===== config.mk =====
export PLATFORM = sky130hd
export DESIGN_NAME = circular_arc_interpolator_top_flat
export DESIGN_NICKNAME = d
export VERILOG_FILES = /design/src/rtl/core/cai_pkg.sv /design/src/rtl/core/cai_in_if.sv /design/src/rtl/core/cai_out_if.sv /design/src/rtl/core/circular_arc_interpolator_top.sv /design/src/rtl/core/cai_step_core.sv /design/src/flat_wrapper.sv
export SDC_FILE = /design/constraint.sdc
export NUM_CORES = 2
export LEC_CHECK = 0
export BUFFER_PORTS_ARGS = -buffer_cell sky130_fd_sc_hd__buf_2
export CAP_MARGIN = 20
export CORE_ASPECT_RATIO = 0.5
export CORE_MARGIN = 4
export CORE_UTILIZATION = 40
export DETAILED_ROUTE_END_ITERATION = 10
export GPL_TIMING_DRIVEN = 1
export HOLD_SLACK_MARGIN = 0.08
export PLACE_DENSITY = 0.54
export SYNTH_ARGS = -nofsm -noshare
export SYNTH_HDL_FRONTEND = slang
export SYNTH_SLANG_ARGS = --single-unit
export TNS_END_PERCENT = 20

===== constraint.sdc =====
create_clock -name clk -period 14.6 [get_ports clk]
set_clock_uncertainty 0.15 [all_clocks]
set_input_delay 1.46 -clock clk [delete_from_list [all_inputs] [get_ports clk]]
set_output_delay 1.46 -clock clk [all_outputs]
set_load 0.05 [all_outputs]

===== src/rtl/core/cai_pkg.sv =====
// ----------------------------------------------------------------------------
// Arc interpolator package
// Codes, fixed widths and the control and status structs of the interpolator.
// ----------------------------------------------------------------------------
`timescale 1ns / 1ps

package cai_pkg;

	// Width of the feed speed field.
	localparam int SPEED_BITS = 16;

	// Item kinds carried in the action field.
	typedef enum logic {
		ACT_START = 1'b0,
		ACT_TICK  = 1'b1
	} cai_action_t;

	// Axis codes.
	localparam logic AXIS_X = 1'b0;
	localparam logic AXIS_Y = 1'b1;

	// Quadrant codes.
	localparam logic [1:0] QUAD_1 = 2'd0;
	localparam logic [1:0] QUAD_2 = 2'd1;
	localparam logic [1:0] QUAD_3 = 2'd2;
	localparam logic [1:0] QUAD_4 = 2'd3;

	// Control handed from the front pipeline to the stepping core.
	typedef struct packed {
		logic go;
		logic tick;
		logic radius_ok;
		logic ccw;
	} cai_ctrl_t;

	// Status flags produced by the stepping core for one item.
	typedef struct packed {
		logic accepted;
		logic rejected;
		logic stepped;
		logic step_axis;
		logic next_axis;
		logic x_positive;
		logic y_positive;
		logic busy;
		logic done;
	} cai_flags_t;

endpackage


===== src/rtl/core/cai_in_if.sv =====
// ----------------------------------------------------------------------------
// Arc interpolator command channel
// Valid/ready channel carrying start and tick items.
// ----------------------------------------------------------------------------
`timescale 1ns / 1ps

interface cai_in_if import cai_pkg::*; #(
	parameter int COORD_BITS = 16
) ();

	logic                         valid;
	logic                         ready;
	logic                         action;
	logic signed [COORD_BITS-1:0] start_x;
	logic signed [COORD_BITS-1:0] start_y;
	logic signed [COORD_BITS-1:0] stop_x;
	logic signed [COORD_BITS-1:0] stop_y;
	logic                         arc_dir;
	logic [SPEED_BITS-1:0]        speed;

	modport source (
		output valid, action, start_x, start_y, stop_x, stop_y, arc_dir, speed,
		input  ready
	);

	modport sink (
		input  valid, action, start_x, start_y, stop_x, stop_y, arc_dir, speed,
		output ready
	);

endinterface


===== src/rtl/core/cai_out_if.sv =====
// ----------------------------------------------------------------------------
// Arc interpolator result channel
// Valid/ready channel carrying one result per command item.
// ----------------------------------------------------------------------------
`timescale 1ns / 1ps

interface cai_out_if import cai_pkg::*; ();

	logic                  valid;
	logic                  ready;
	logic                  accepted;
	logic                  rejected;
	logic                  stepped;
	logic                  step_axis;
	logic                  next_axis;
	logic                  x_positive;
	logic                  y_positive;
	logic                  busy_res;
	logic                  done_res;
	logic [SPEED_BITS-1:0] speed_out;

	modport source (
		output valid, accepted, rejected, stepped, step_axis, next_axis,
		output x_positive, y_positive, busy_res, done_res, speed_out,
		input  ready
	);

	modport sink (
		input  valid, accepted, rejected, stepped, step_axis, next_axis,
		input  x_positive, y_positive, busy_res, done_res, speed_out,
		output ready
	);

endinterface


===== src/rtl/core/circular_arc_interpolator_top.sv =====
// ----------------------------------------------------------------------------
// Circular arc interpolator
// Two-axis point-by-point comparison arc interpolator for stepper drives.
// ----------------------------------------------------------------------------
// Usage:
//   The cmd channel takes start items (action 0: start point, end point,
//   direction and speed) and tick items (action 1: one step pulse from the
//   motor timer). Every transfer on cmd yields exactly one transfer on res.
//   A start is refused while an arc runs, when the two points are not on the
//   same circle, or when they coincide. A tick while idle reports no step.
//   A command passes the stage one, stage two and result registers in turn.
//   Throughput: one item per cycle while results are taken, set by the
//   three-deep pipeline (squares and distances, radius compare and step count,
//   arc state update) that advances as one. When the receiver stalls, the
//   whole pipeline holds and cmd.ready drops until the result is taken.
//   Reset clears the pipeline and returns the arc state to idle.
// ----------------------------------------------------------------------------
`timescale 1ns / 1ps

module circular_arc_interpolator_top import cai_pkg::*; #(
	parameter int COORD_BITS = 16
) (
	input  logic       clk,
	input  logic       arst_n,
	cai_in_if.sink     cmd,
	cai_out_if.source  res
);

	localparam int SQ_BITS   = 2 * COORD_BITS;
	localparam int DIFF_BITS = COORD_BITS + 1;
	localparam int STEP_BITS = COORD_BITS + 2;

	logic                         en;

	logic signed [SQ_BITS-1:0]    sq_sx, sq_sy, sq_ex, sq_ey;
	logic signed [DIFF_BITS-1:0]  diff_x, diff_y;
	logic [DIFF_BITS-1:0]         abs_x, abs_y;

	logic                         valid_s1;
	logic                         action_s1;
	logic                         ccw_s1;
	logic signed [COORD_BITS-1:0] sx_s1, sy_s1;
	logic [SPEED_BITS-1:0]        speed_s1;
	logic [SQ_BITS-1:0]           sq_sx_s1, sq_sy_s1, sq_ex_s1, sq_ey_s1;
	logic [DIFF_BITS-1:0]         abs_x_s1, abs_y_s1;

	logic                         valid_s2;
	logic                         action_s2;
	logic                         ccw_s2;
	logic                         radius_ok_s2;
	logic signed [COORD_BITS-1:0] sx_s2, sy_s2;
	logic [SPEED_BITS-1:0]        speed_s2;
	logic [STEP_BITS-1:0]         steps_s2;

	cai_ctrl_t                    ctrl;
	cai_flags_t                   flags;

	logic                         res_valid_q;
	cai_flags_t                   flags_q;
	logic [SPEED_BITS-1:0]        speed_q;

	// The pipeline advances whenever the result register is free or being drained.
	assign en        = !res_valid_q || res.ready;
	assign cmd.ready = en;

	// Squares of both points and per-axis distances, straight from the command.
	always_comb begin
		sq_sx  = cmd.start_x * cmd.start_x;
		sq_sy  = cmd.start_y * cmd.start_y;
		sq_ex  = cmd.stop_x * cmd.stop_x;
		sq_ey  = cmd.stop_y * cmd.stop_y;
		diff_x = DIFF_BITS'(cmd.stop_x) - DIFF_BITS'(cmd.start_x);
		diff_y = DIFF_BITS'(cmd.stop_y) - DIFF_BITS'(cmd.start_y);
		abs_x  = diff_x[DIFF_BITS-1] ? DIFF_BITS'(-diff_x) : DIFF_BITS'(diff_x);
		abs_y  = diff_y[DIFF_BITS-1] ? DIFF_BITS'(-diff_y) : DIFF_BITS'(diff_y);
	end

	// Stage valid bits.
	always_ff @(posedge clk or negedge arst_n) begin
		if (!arst_n) begin
			valid_s1 <= 1'b0;
			valid_s2 <= 1'b0;
		end else if (en) begin
			valid_s1 <= cmd.valid;
			valid_s2 <= valid_s1;
		end
	end

	// Stage one payload.
	always_ff @(posedge clk) begin
		if (en) begin
			action_s1 <= cmd.action;
			ccw_s1    <= cmd.arc_dir;
			sx_s1     <= cmd.start_x;
			sy_s1     <= cmd.start_y;
			speed_s1  <= cmd.speed;
			sq_sx_s1  <= SQ_BITS'(sq_sx);
			sq_sy_s1  <= SQ_BITS'(sq_sy);
			sq_ex_s1  <= SQ_BITS'(sq_ex);
			sq_ey_s1  <= SQ_BITS'(sq_ey);
			abs_x_s1  <= abs_x;
			abs_y_s1  <= abs_y;
		end
	end

	// Stage two payload: exact radius compare and the step count.
	always_ff @(posedge clk) begin
		if (en) begin
			action_s2    <= action_s1;
			ccw_s2       <= ccw_s1;
			sx_s2        <= sx_s1;
			sy_s2        <= sy_s1;
			speed_s2     <= speed_s1;
			radius_ok_s2 <= (sq_sx_s1 + sq_sy_s1) == (sq_ex_s1 + sq_ey_s1);
			steps_s2     <= STEP_BITS'(abs_x_s1) + STEP_BITS'(abs_y_s1);
		end
	end

	// Stage two drives the arc state.
	always_comb begin
		ctrl.go        = valid_s2 && en;
		ctrl.tick      = (action_s2 == ACT_TICK);
		ctrl.radius_ok = radius_ok_s2;
		ctrl.ccw       = ccw_s2;
	end

	cai_step_core #(
		.COORD_BITS (COORD_BITS)
	) u_step_core (
		.clk     (clk),
		.arst_n  (arst_n),
		.ctrl    (ctrl),
		.start_x (sx_s2),
		.start_y (sy_s2),
		.steps   (steps_s2),
		.flags   (flags)
	);

	// Result register.
	always_ff @(posedge clk or negedge arst_n) begin
		if (!arst_n) begin
			res_valid_q <= 1'b0;
		end else if (en) begin
			res_valid_q <= valid_s2;
		end
	end

	always_ff @(posedge clk) begin
		if (en) begin
			flags_q <= flags;
			speed_q <= flags.accepted ? speed_s2 : '0;
		end
	end

	assign res.valid      = res_valid_q;
	assign res.accepted   = flags_q.accepted;
	assign res.rejected   = flags_q.rejected;
	assign res.stepped    = flags_q.stepped;
	assign res.step_axis  = flags_q.step_axis;
	assign res.next_axis  = flags_q.next_axis;
	assign res.x_positive = flags_q.x_positive;
	assign res.y_positive = flags_q.y_positive;
	assign res.busy_res   = flags_q.busy;
	assign res.done_res   = flags_q.done;
	assign res.speed_out  = speed_q;

endmodule


===== src/rtl/core/cai_step_core.sv =====
// ----------------------------------------------------------------------------
// Arc interpolator stepping core
// Holds the arc state, decides start acceptance and performs one step per tick.
// ----------------------------------------------------------------------------
`timescale 1ns / 1ps

module cai_step_core import cai_pkg::*; #(
	parameter int COORD_BITS = 16
) (
	input  logic                          clk,
	input  logic                          arst_n,
	input  cai_ctrl_t                     ctrl,
	input  logic signed [COORD_BITS-1:0]  start_x,
	input  logic signed [COORD_BITS-1:0]  start_y,
	input  logic [COORD_BITS+1:0]         steps,
	output cai_flags_t                    flags
);

	localparam int DEV_BITS  = COORD_BITS + 4;
	localparam int STEP_BITS = COORD_BITS + 2;

	// Deviation increment 2*sign*coord+1, with the sign given by the drive direction.
	function automatic logic [DEV_BITS-1:0] dev_term(
		input logic signed [COORD_BITS-1:0] coord,
		input logic                         up
	);
		logic signed [DEV_BITS-1:0] twice;
		twice = DEV_BITS'(coord);
		twice = twice <<< 1;
		return (up ? twice : -twice) + DEV_BITS'(1);
	endfunction

	logic signed [COORD_BITS-1:0] pos_x_q;
	logic signed [COORD_BITS-1:0] pos_y_q;
	logic [DEV_BITS-1:0]          dev_q;
	logic [STEP_BITS-1:0]         steps_left_q;
	logic                         active_q;
	logic [1:0]                   quad_q;
	logic                         ccw_q;
	logic                         x_up_q;
	logic                         y_up_q;
	logic                         running_q;

	logic                         sx_zero, sx_neg, sx_pos;
	logic                         sy_zero, sy_neg, sy_pos;
	logic [1:0]                   quad_n;
	logic                         x_up_n, y_up_n;
	logic                         first_axis;
	logic [DEV_BITS-1:0]          dev_start;
	logic                         start_ok, start_rej, do_tick;
	logic signed [COORD_BITS-1:0] pos_x_n, pos_y_n;
	logic                         nxt_axis;
	logic [DEV_BITS-1:0]          dev_tick;
	logic [STEP_BITS-1:0]         steps_n;
	logic                         last_step;

	// Sign classes of the start point.
	always_comb begin
		sx_zero = (start_x == '0);
		sx_neg  = start_x[COORD_BITS-1];
		sx_pos  = !sx_zero && !sx_neg;
		sy_zero = (start_y == '0);
		sy_neg  = start_y[COORD_BITS-1];
		sy_pos  = !sy_zero && !sy_neg;
	end

	// Quadrant from the start point; points on an axis lean with the arc direction.
	always_comb begin
		if (sx_pos) begin
			if (ctrl.ccw) quad_n = sy_neg ? QUAD_4 : QUAD_1;
			else          quad_n = sy_pos ? QUAD_1 : QUAD_4;
		end else if (sx_neg) begin
			if (ctrl.ccw) quad_n = sy_pos ? QUAD_2 : QUAD_3;
			else          quad_n = sy_neg ? QUAD_3 : QUAD_2;
		end else begin
			if (ctrl.ccw) quad_n = sy_pos ? QUAD_2 : QUAD_4;
			else          quad_n = sy_pos ? QUAD_1 : QUAD_3;
		end
	end

	// Drive directions, first axis and the opening deviation of a new arc.
	always_comb begin
		x_up_n     = ((quad_n == QUAD_1) || (quad_n == QUAD_2)) ^ ctrl.ccw;
		y_up_n     = ((quad_n == QUAD_2) || (quad_n == QUAD_3)) ^ ctrl.ccw;
		first_axis = sx_zero ? AXIS_X : AXIS_Y;
		dev_start  = (first_axis == AXIS_X) ? dev_term(start_x, x_up_n)
		                                    : dev_term(start_y, y_up_n);
	end

	// Item decisions.
	always_comb begin
		start_ok  = ctrl.go && !ctrl.tick && !running_q && ctrl.radius_ok &&
		            (steps != '0);
		start_rej = ctrl.go && !ctrl.tick && !start_ok;
		do_tick   = ctrl.go && ctrl.tick && running_q;
	end

	// One step: move the active axis, pick the next one and update the deviation.
	always_comb begin
		pos_x_n = pos_x_q;
		pos_y_n = pos_y_q;
		if (active_q == AXIS_X) begin
			pos_x_n = x_up_q ? pos_x_q + COORD_BITS'(1) : pos_x_q - COORD_BITS'(1);
		end else begin
			pos_y_n = y_up_q ? pos_y_q + COORD_BITS'(1) : pos_y_q - COORD_BITS'(1);
		end
		nxt_axis  = !dev_q[DEV_BITS-1] ^ ccw_q ^ quad_q[0];
		dev_tick  = dev_q + ((nxt_axis == AXIS_X) ? dev_term(pos_x_n, x_up_q)
		                                          : dev_term(pos_y_n, y_up_q));
		steps_n   = steps_left_q - STEP_BITS'(1);
		last_step = (steps_n == '0);
	end

	// Arc state.
	always_ff @(posedge clk or negedge arst_n) begin
		if (!arst_n) begin
			pos_x_q      <= '0;
			pos_y_q      <= '0;
			dev_q        <= '0;
			steps_left_q <= '0;
			active_q     <= AXIS_X;
			quad_q       <= QUAD_1;
			ccw_q        <= 1'b0;
			x_up_q       <= 1'b0;
			y_up_q       <= 1'b0;
			running_q    <= 1'b0;
		end else if (start_ok) begin
			pos_x_q      <= start_x;
			pos_y_q      <= start_y;
			dev_q        <= dev_start;
			steps_left_q <= steps;
			active_q     <= first_axis;
			quad_q       <= quad_n;
			ccw_q        <= ctrl.ccw;
			x_up_q       <= x_up_n;
			y_up_q       <= y_up_n;
			running_q    <= 1'b1;
		end else if (do_tick) begin
			pos_x_q      <= pos_x_n;
			pos_y_q      <= pos_y_n;
			dev_q        <= dev_tick;
			steps_left_q <= steps_n;
			active_q     <= nxt_axis;
			running_q    <= !last_step;
		end
	end

	// Status of the item, as seen after its update.
	always_comb begin
		flags.accepted   = start_ok;
		flags.rejected   = start_rej;
		flags.stepped    = do_tick;
		flags.step_axis  = do_tick ? active_q : AXIS_X;
		flags.next_axis  = start_ok ? first_axis : (do_tick ? nxt_axis : active_q);
		flags.x_positive = start_ok ? x_up_n : x_up_q;
		flags.y_positive = start_ok ? y_up_n : y_up_q;
		flags.busy       = start_ok || (do_tick ? !last_step : running_q);
		flags.done       = do_tick && last_step;
	end

endmodule


===== src/flat_wrapper.sv =====
// flat-port wrapper written by rule: the top's interface ports become plain ports
module circular_arc_interpolator_top_flat import cai_pkg::*;
#(
	parameter int COORD_BITS = 16
)
  (clk, arst_n, cmd_valid, cmd_action, cmd_start_x, cmd_start_y, cmd_stop_x, cmd_stop_y, cmd_arc_dir, cmd_speed, cmd_ready, res_valid, res_accepted, res_rejected, res_stepped, res_step_axis, res_next_axis, res_x_positive, res_y_positive, res_busy_res, res_done_res, res_speed_out, res_ready);
  cai_in_if #(.COORD_BITS(COORD_BITS)) cmd_i ();
  cai_out_if res_i ();
  input  logic clk;
  input  logic arst_n;
  input wire logic [$bits(cmd_i.valid)-1:0] cmd_valid;
  input wire logic [$bits(cmd_i.action)-1:0] cmd_action;
  input wire logic [$bits(cmd_i.start_x)-1:0] cmd_start_x;
  input wire logic [$bits(cmd_i.start_y)-1:0] cmd_start_y;
  input wire logic [$bits(cmd_i.stop_x)-1:0] cmd_stop_x;
  input wire logic [$bits(cmd_i.stop_y)-1:0] cmd_stop_y;
  input wire logic [$bits(cmd_i.arc_dir)-1:0] cmd_arc_dir;
  input wire logic [$bits(cmd_i.speed)-1:0] cmd_speed;
  output wire logic [$bits(cmd_i.ready)-1:0] cmd_ready;
  output wire logic [$bits(res_i.valid)-1:0] res_valid;
  output wire logic [$bits(res_i.accepted)-1:0] res_accepted;
  output wire logic [$bits(res_i.rejected)-1:0] res_rejected;
  output wire logic [$bits(res_i.stepped)-1:0] res_stepped;
  output wire logic [$bits(res_i.step_axis)-1:0] res_step_axis;
  output wire logic [$bits(res_i.next_axis)-1:0] res_next_axis;
  output wire logic [$bits(res_i.x_positive)-1:0] res_x_positive;
  output wire logic [$bits(res_i.y_positive)-1:0] res_y_positive;
  output wire logic [$bits(res_i.busy_res)-1:0] res_busy_res;
  output wire logic [$bits(res_i.done_res)-1:0] res_done_res;
  output wire logic [$bits(res_i.speed_out)-1:0] res_speed_out;
  input wire logic [$bits(res_i.ready)-1:0] res_ready;
  assign cmd_i.valid = cmd_valid;
  assign cmd_i.action = cmd_action;
  assign cmd_i.start_x = cmd_start_x;
  assign cmd_i.start_y = cmd_start_y;
  assign cmd_i.stop_x = cmd_stop_x;
  assign cmd_i.stop_y = cmd_stop_y;
  assign cmd_i.arc_dir = cmd_arc_dir;
  assign cmd_i.speed = cmd_speed;
  assign cmd_ready = cmd_i.ready;
  assign res_valid = res_i.valid;
  assign res_accepted = res_i.accepted;
  assign res_rejected = res_i.rejected;
  assign res_stepped = res_i.stepped;
  assign res_step_axis = res_i.step_axis;
  assign res_next_axis = res_i.next_axis;
  assign res_x_positive = res_i.x_positive;
  assign res_y_positive = res_i.y_positive;
  assign res_busy_res = res_i.busy_res;
  assign res_done_res = res_i.done_res;
  assign res_speed_out = res_i.speed_out;
  assign res_i.ready = res_ready;
  circular_arc_interpolator_top #(.COORD_BITS(COORD_BITS)) u_core (.clk(clk), .arst_n(arst_n), .cmd(cmd_i), .res(res_i));
endmodule

# Word-level counts from Yosys, hierarchy flattened
# Cells that the tools add are included.
# totals
register_bits,385
latch_bits,0
ramBits,0
mem_bits_ro,0
input_bits,86
wordCells,144
n_memories,0
# classes
addsub,21
multipliers,4
div_mod_pow,0
magnitude_cmp,0
n_eq_ne,3
shifts,0
n_mux,38
bitwise_logic,4
reduce_logical,31
# ops
operator,n
2-to-1 mux 16 bit,10
2-to-1 mux 20 bit,8
multiplier 16 x 16 -> 32 bit,4
adder 20 x 2 -> 20 bit (second input constant),4
negator 17 -> 20 bit,4
adder 32 bit,2
2-to-1 mux 18 bit,2
negator 17 bit,2
subtractor 16 x 16 -> 17 bit,2
adder 16 x 2 -> 16 bit (second input constant),2
== test 32 bit,1
zero test 16 bit,2
subtractor 16 x 2 -> 16 bit (second input constant),2
2-to-1 mux 2 bit,11
adder 20 bit,1
adder 17 x 17 -> 18 bit,1
zero test 18 bit,1
nonzero test 18 bit,1
subtractor 18 x 1 -> 18 bit (second input constant),1
logical AND 1 bit,11
zero test 1 bit,10
2-to-1 mux 1 bit,7
logical OR 1 bit,4
bitwise XOR 1 bit,4
other kinds (4),4

# Longest topological paths before layout
# logic_depth
ltp_word,14
ltp_mapped,27
mapped_depth_nobuf,26

# Cells and area by module
# A second synthesis with hierarchy kept.
# unflattened
hier_cells,6152
area_unflattened_um2,59104.2
# by_module_without_submodules
module,n_inst,cells_each,area_each_um2
circular_arc_interpolator_top,1,5127,51012.7
cai_step_core,1,1025,8091.5

# Least setup slack after synthesis
# No wires, ideal clock.
# synth_timing
kind,input to register
startpoint,in res_ready
endpoint,"reg u_core.flags_q (netlist bit u_core.res.next_axis), data pin"
setup_time_ps,283
arrival_time_ps,13140
required_ps,14167
setup_slack_ps,1027
stages,7
path_buffers,3
path_cell_list,nand2b_1 clkbuf_1 nand4_1 nand2_1 clkbuf_1 clkbuf_1 o21ai_0
# synth_rtl
element,line_no,rtl
start: declaration,flat_wrapper.sv:31,input wire logic [$bits(res_i.ready)-1:0] res_ready;
end signal: assignment,circular_arc_interpolator_top.sv:150,flags_q <= flags;
end: declaration,circular_arc_interpolator_top.sv:59,cai_flags_t flags_q;

# Worst setup path after layout
# layout_timing
startpoint,in cmd_start_x[9]
endpoint,"reg u_core.sq_sx_s1[30], data pin"
# layout_between
elab_chain_len,1
# layout_rtl
element,line_no,rtl
start: declaration,flat_wrapper.sv:13,input wire logic [$bits(cmd_i.start_x)-1:0] cmd_start_x;
multiplier 16 x 16 -> 32 bit,circular_arc_interpolator_top.sv:68,sq_sx = cmd.start_x * cmd.start_x;
named net u_core.sq_sx[30],circular_arc_interpolator_top.sv:35,"logic signed [SQ_BITS-1:0] sq_sx, sq_sy, sq_ex, sq_ey;"
end signal: assignment,circular_arc_interpolator_top.sv:97,sq_sx_s1 <= SQ_BITS'(sq_sx);
end: declaration,circular_arc_interpolator_top.sv:44,"logic [SQ_BITS-1:0] sq_sx_s1, sq_sy_s1, sq_ex_s1, sq_ey_s1;"
# The timed path passes the listed nets, and every way through them passes these cells.
# A chain may end at the register's enable or synchronous reset.

==> results.toml <==
[global_routing]
grt_first_pass_wirelength_um = 243000
grt_usage_pct = 20.1
antenna_found_initial = 7
grt_start_max_net_pins = 145
grt_overflow = 0
grt_pass1_vias = 44500

[status]
status = "complete, no violations"

[setup_path]
r2r_end = "u_core.u_step_core.dev_q[19]"
reg2reg_depth = 20
crit_path_end_kind = "flop"
cp.arrival_ns = 8.63
required_ns = 14.78
slowest_delay_ns = 0.76
slowest_stage = "a2111oi_0"
path_max_fanout = 12
r2r-start = "u_core.u_step_core.y_up_q"
startpoint_type = "primary input"
crit_type = "in2reg"
rrSetupSlack_ns = 7.60

[synthesis]
yosysMostFrequentCell = "inv_1"
synth_edf_count = 300
synth_top_area_share_pct = 32.4
async_flop_share_pct = 20.8
syn_nets = 7570
netlist_top_cells_area = "fa_1 32%, edfxtp_1 15%, ha_1 11%, inv_1 8.8%, xnor2_1 4.3%"
yosys.area.top_type = "fa_1"
synth_cell_type_count = 104
synth_commonest_cells = "1359 x inv_1, 940 x fa_1, 530 x ha_1"
syn_area_sq_um = 58100
ys_seq_elements = 379
syn_inst = 6014
yosys_warnings = 0
ys_seq_area_share_pct = 18.9
syn_avg_cell_area_sq_um = 9.67
synth_flop_cell = "edfxtp_1"

[sta]
slew_headroom_pct = 33.2
worst_pin_slew_ns = 1.00
clock.fmax_ghz = 0.118
finalCriticalPeriod_ns = 8.45
drv_slew = 0
finalCritPeriodShare_pct = 57.9
tns_ns = 0
rsz0062_at_grt = "no"
setup_slack_ns = 6.15
hold_viol = 0
setup_viol = 0

[min_path]
min_path_type = "reg2reg"
min_path_cells = 0
hold_start = "u_core.sy_s1[11]"
worstHoldEndpoint = "u_core.sy_s2[11]"

[cts]
cts_hold_buf = 0
ctsResizeCount = 0
clock_path_buffers = 3
post-cts-setup-buffers = 0
cts_num_sinks = 379
cts.reportedPaths.clkPinSlew_ns = 0.06
cts_tree = "built"
clk_latency_ns = 0.60
cts_made_buffers = 43
ctsHtreeMaxLevel = 2
clockRootBuffer = "clkbuf_16"

[placed_design]
portBuffers = 112
dpl-instance-area_sq_um = 60700
place.gp.congestion = 0.955
dp.cells = 7945
dp_slack_ns = 5.71
dp_hpwl_um = 123000

[routing]
first_iter_violations = 2380
drc = 0
via_per_inst = 5.16
firstDrtPassIters = 5
ant_nets = 0
dr_total_vias = 41400
wire_per_inst_um = 18.7
wirelength_um = 150000

[run]
maxCapViolations = 0

[layout]
fin_nets = 7596
final_area_sq_um = 62200
fin_cells = 8027
syn2layout_area_growth_pct = 6.94
drive_gt1_share_pct = 4.67

[floorplanning]
io_pins = 113
core_area_sq_um = 144000
initial_core_util_pct = 40.5
die_w_um = 547
row_count = 98
fp.dieH_um = 278
die-area_sq_um = 152000
==> per-layer routing <==
metal | vias up | wire (um) | global-route usage [%]
li1 | 19300 | - | -
met1 | 21100 | 68700 | 28.3
met2 | 881 | 71200 | 33.6
met3 | 151 | 7800 | 2.76
met4 | 0 | 2220 | 3.26
met5 | - | 0 | 0
==> critical path, delay by kind of cell <==
| family | cells | cell delay [ns] |
|---|---|---|
| buf+inv | 8 | 1.06 |
| compound gates | 7 | 2.16 |
| xor+xnor | 1 | 0.16 |
| simple gates | 3 | 0.57 |
| fa+ha+maj | 7 | 3.23 |
==> stage by stage <==
step	util (%)	hold WS (ns)
after global placement	42.3	0.252
after CTS	43.3	0.270
after floorplan	-	0.250
after global routing	43.3	0.272
final	43.3	0.269
after detailed placement	42.3	0.255
==> area by class of cell <==
cell class | instances | area, sq um
fillers | 13900 | 81400
multi-input cells | 4106 | 41400
flip-flops and latches | 379 | 11000
inverters | 1382 | 5190
well taps | 1950 | 2440
clock buffers | 45 | 1080
repair buffers | 128 | 698
clock inverters | 35 | 335
diodes | 2 | 5.00
==> sequential cells by signal, summed over array words and instances (netlist names), 16 cells and up <==
register and cells:
u_core.u_step_core.dev_q 20, u_core.sx_s1 16, u_core.sy_s1 16, u_core.sx_s2 16, u_core.speed_s2 16, u_core.speed_s1 16
u_core.sq_ey_s1 31, u_core.sy_s2 16, u_core.sq_sx_s1 30, u_core.u_step_core.steps_left_q 18, u_core.abs_y_s1 17, u_core.abs_x_s1 17
u_core.steps_s2 18, u_core.sq_ex_s1 31, u_core.sq_sy_s1 30, u_core.u_step_core.pos_y_q 16, u_core.res.speed_out 16, u_core.u_step_core.pos_x_q 16
==> logic make-up (layout without fill, tap and decap cells) <==
kind of cell | after synthesis | in the layout | share of synthesized area (%)
AOI/OAI and AO/OA | 894 | 894 | 10.5
xor gates and xnor gates | 390 | 390 | 5.99
adders and majority gates | 1470 | 1470 | 43.8
buffers and inverters | 1529 | 1590 | 9.89
DFF | 379 | 379 | 18.9
muxes | 22 | 22 | 0.387
other | 0 | 2 | 0
and+or+nand+nor | 1330 | 1330 | 10.6
==> worst max-delay path by stage <==
stage	start	to	slack, ns	depth (start not counted)
6_report	cmd_start_x[9]	u_core.sq_sx_s1[30]	6.15	26
5_1_grt	cmd_start_y[15]	u_core.sq_sy_s1[31]	5.91	20
4_1_cts	cmd_start_x[9]	u_core.sq_sx_s1[30]	6.35	26
3_5_place_dp	cmd_start_x[9]	u_core.sq_sx_s1[30]	5.71	26
3_3_place_gp	cmd_start_y[15]	u_core.sq_sy_s1[30]	5.88	23
2_1_floorplan	res_ready	u_core.res.next_axis	1.03	7
==> placed cells by master (no fill, tap or decap), types with 22 or more instances in the layout <==
cell,n
a211oi_1,35
a21o_1,115
a21oi_1,201
a22oi_1,34
a31o_2,23
a31oi_1,41
and2_1,89
and3_1,32
buf_2,111
clkbuf_16,43
clkinv_1,22
dfrtp_1,79
edfxtp_1,300
fa_1,940
ha_1,530
inv_1,1358
nand2_1,455
nand2b_1,33
nand3_1,62
nor2_1,403
nor2b_1,34
nor3_1,76
o21a_1,37
o21ai_0,143
o21ai_1,35
o21bai_1,24
xnor2_1,284
xor2_1,100
Power is left out: the tool's default activity adds up to more than one toggle a clock period on the data nets, which glitch-free logic cannot reach.
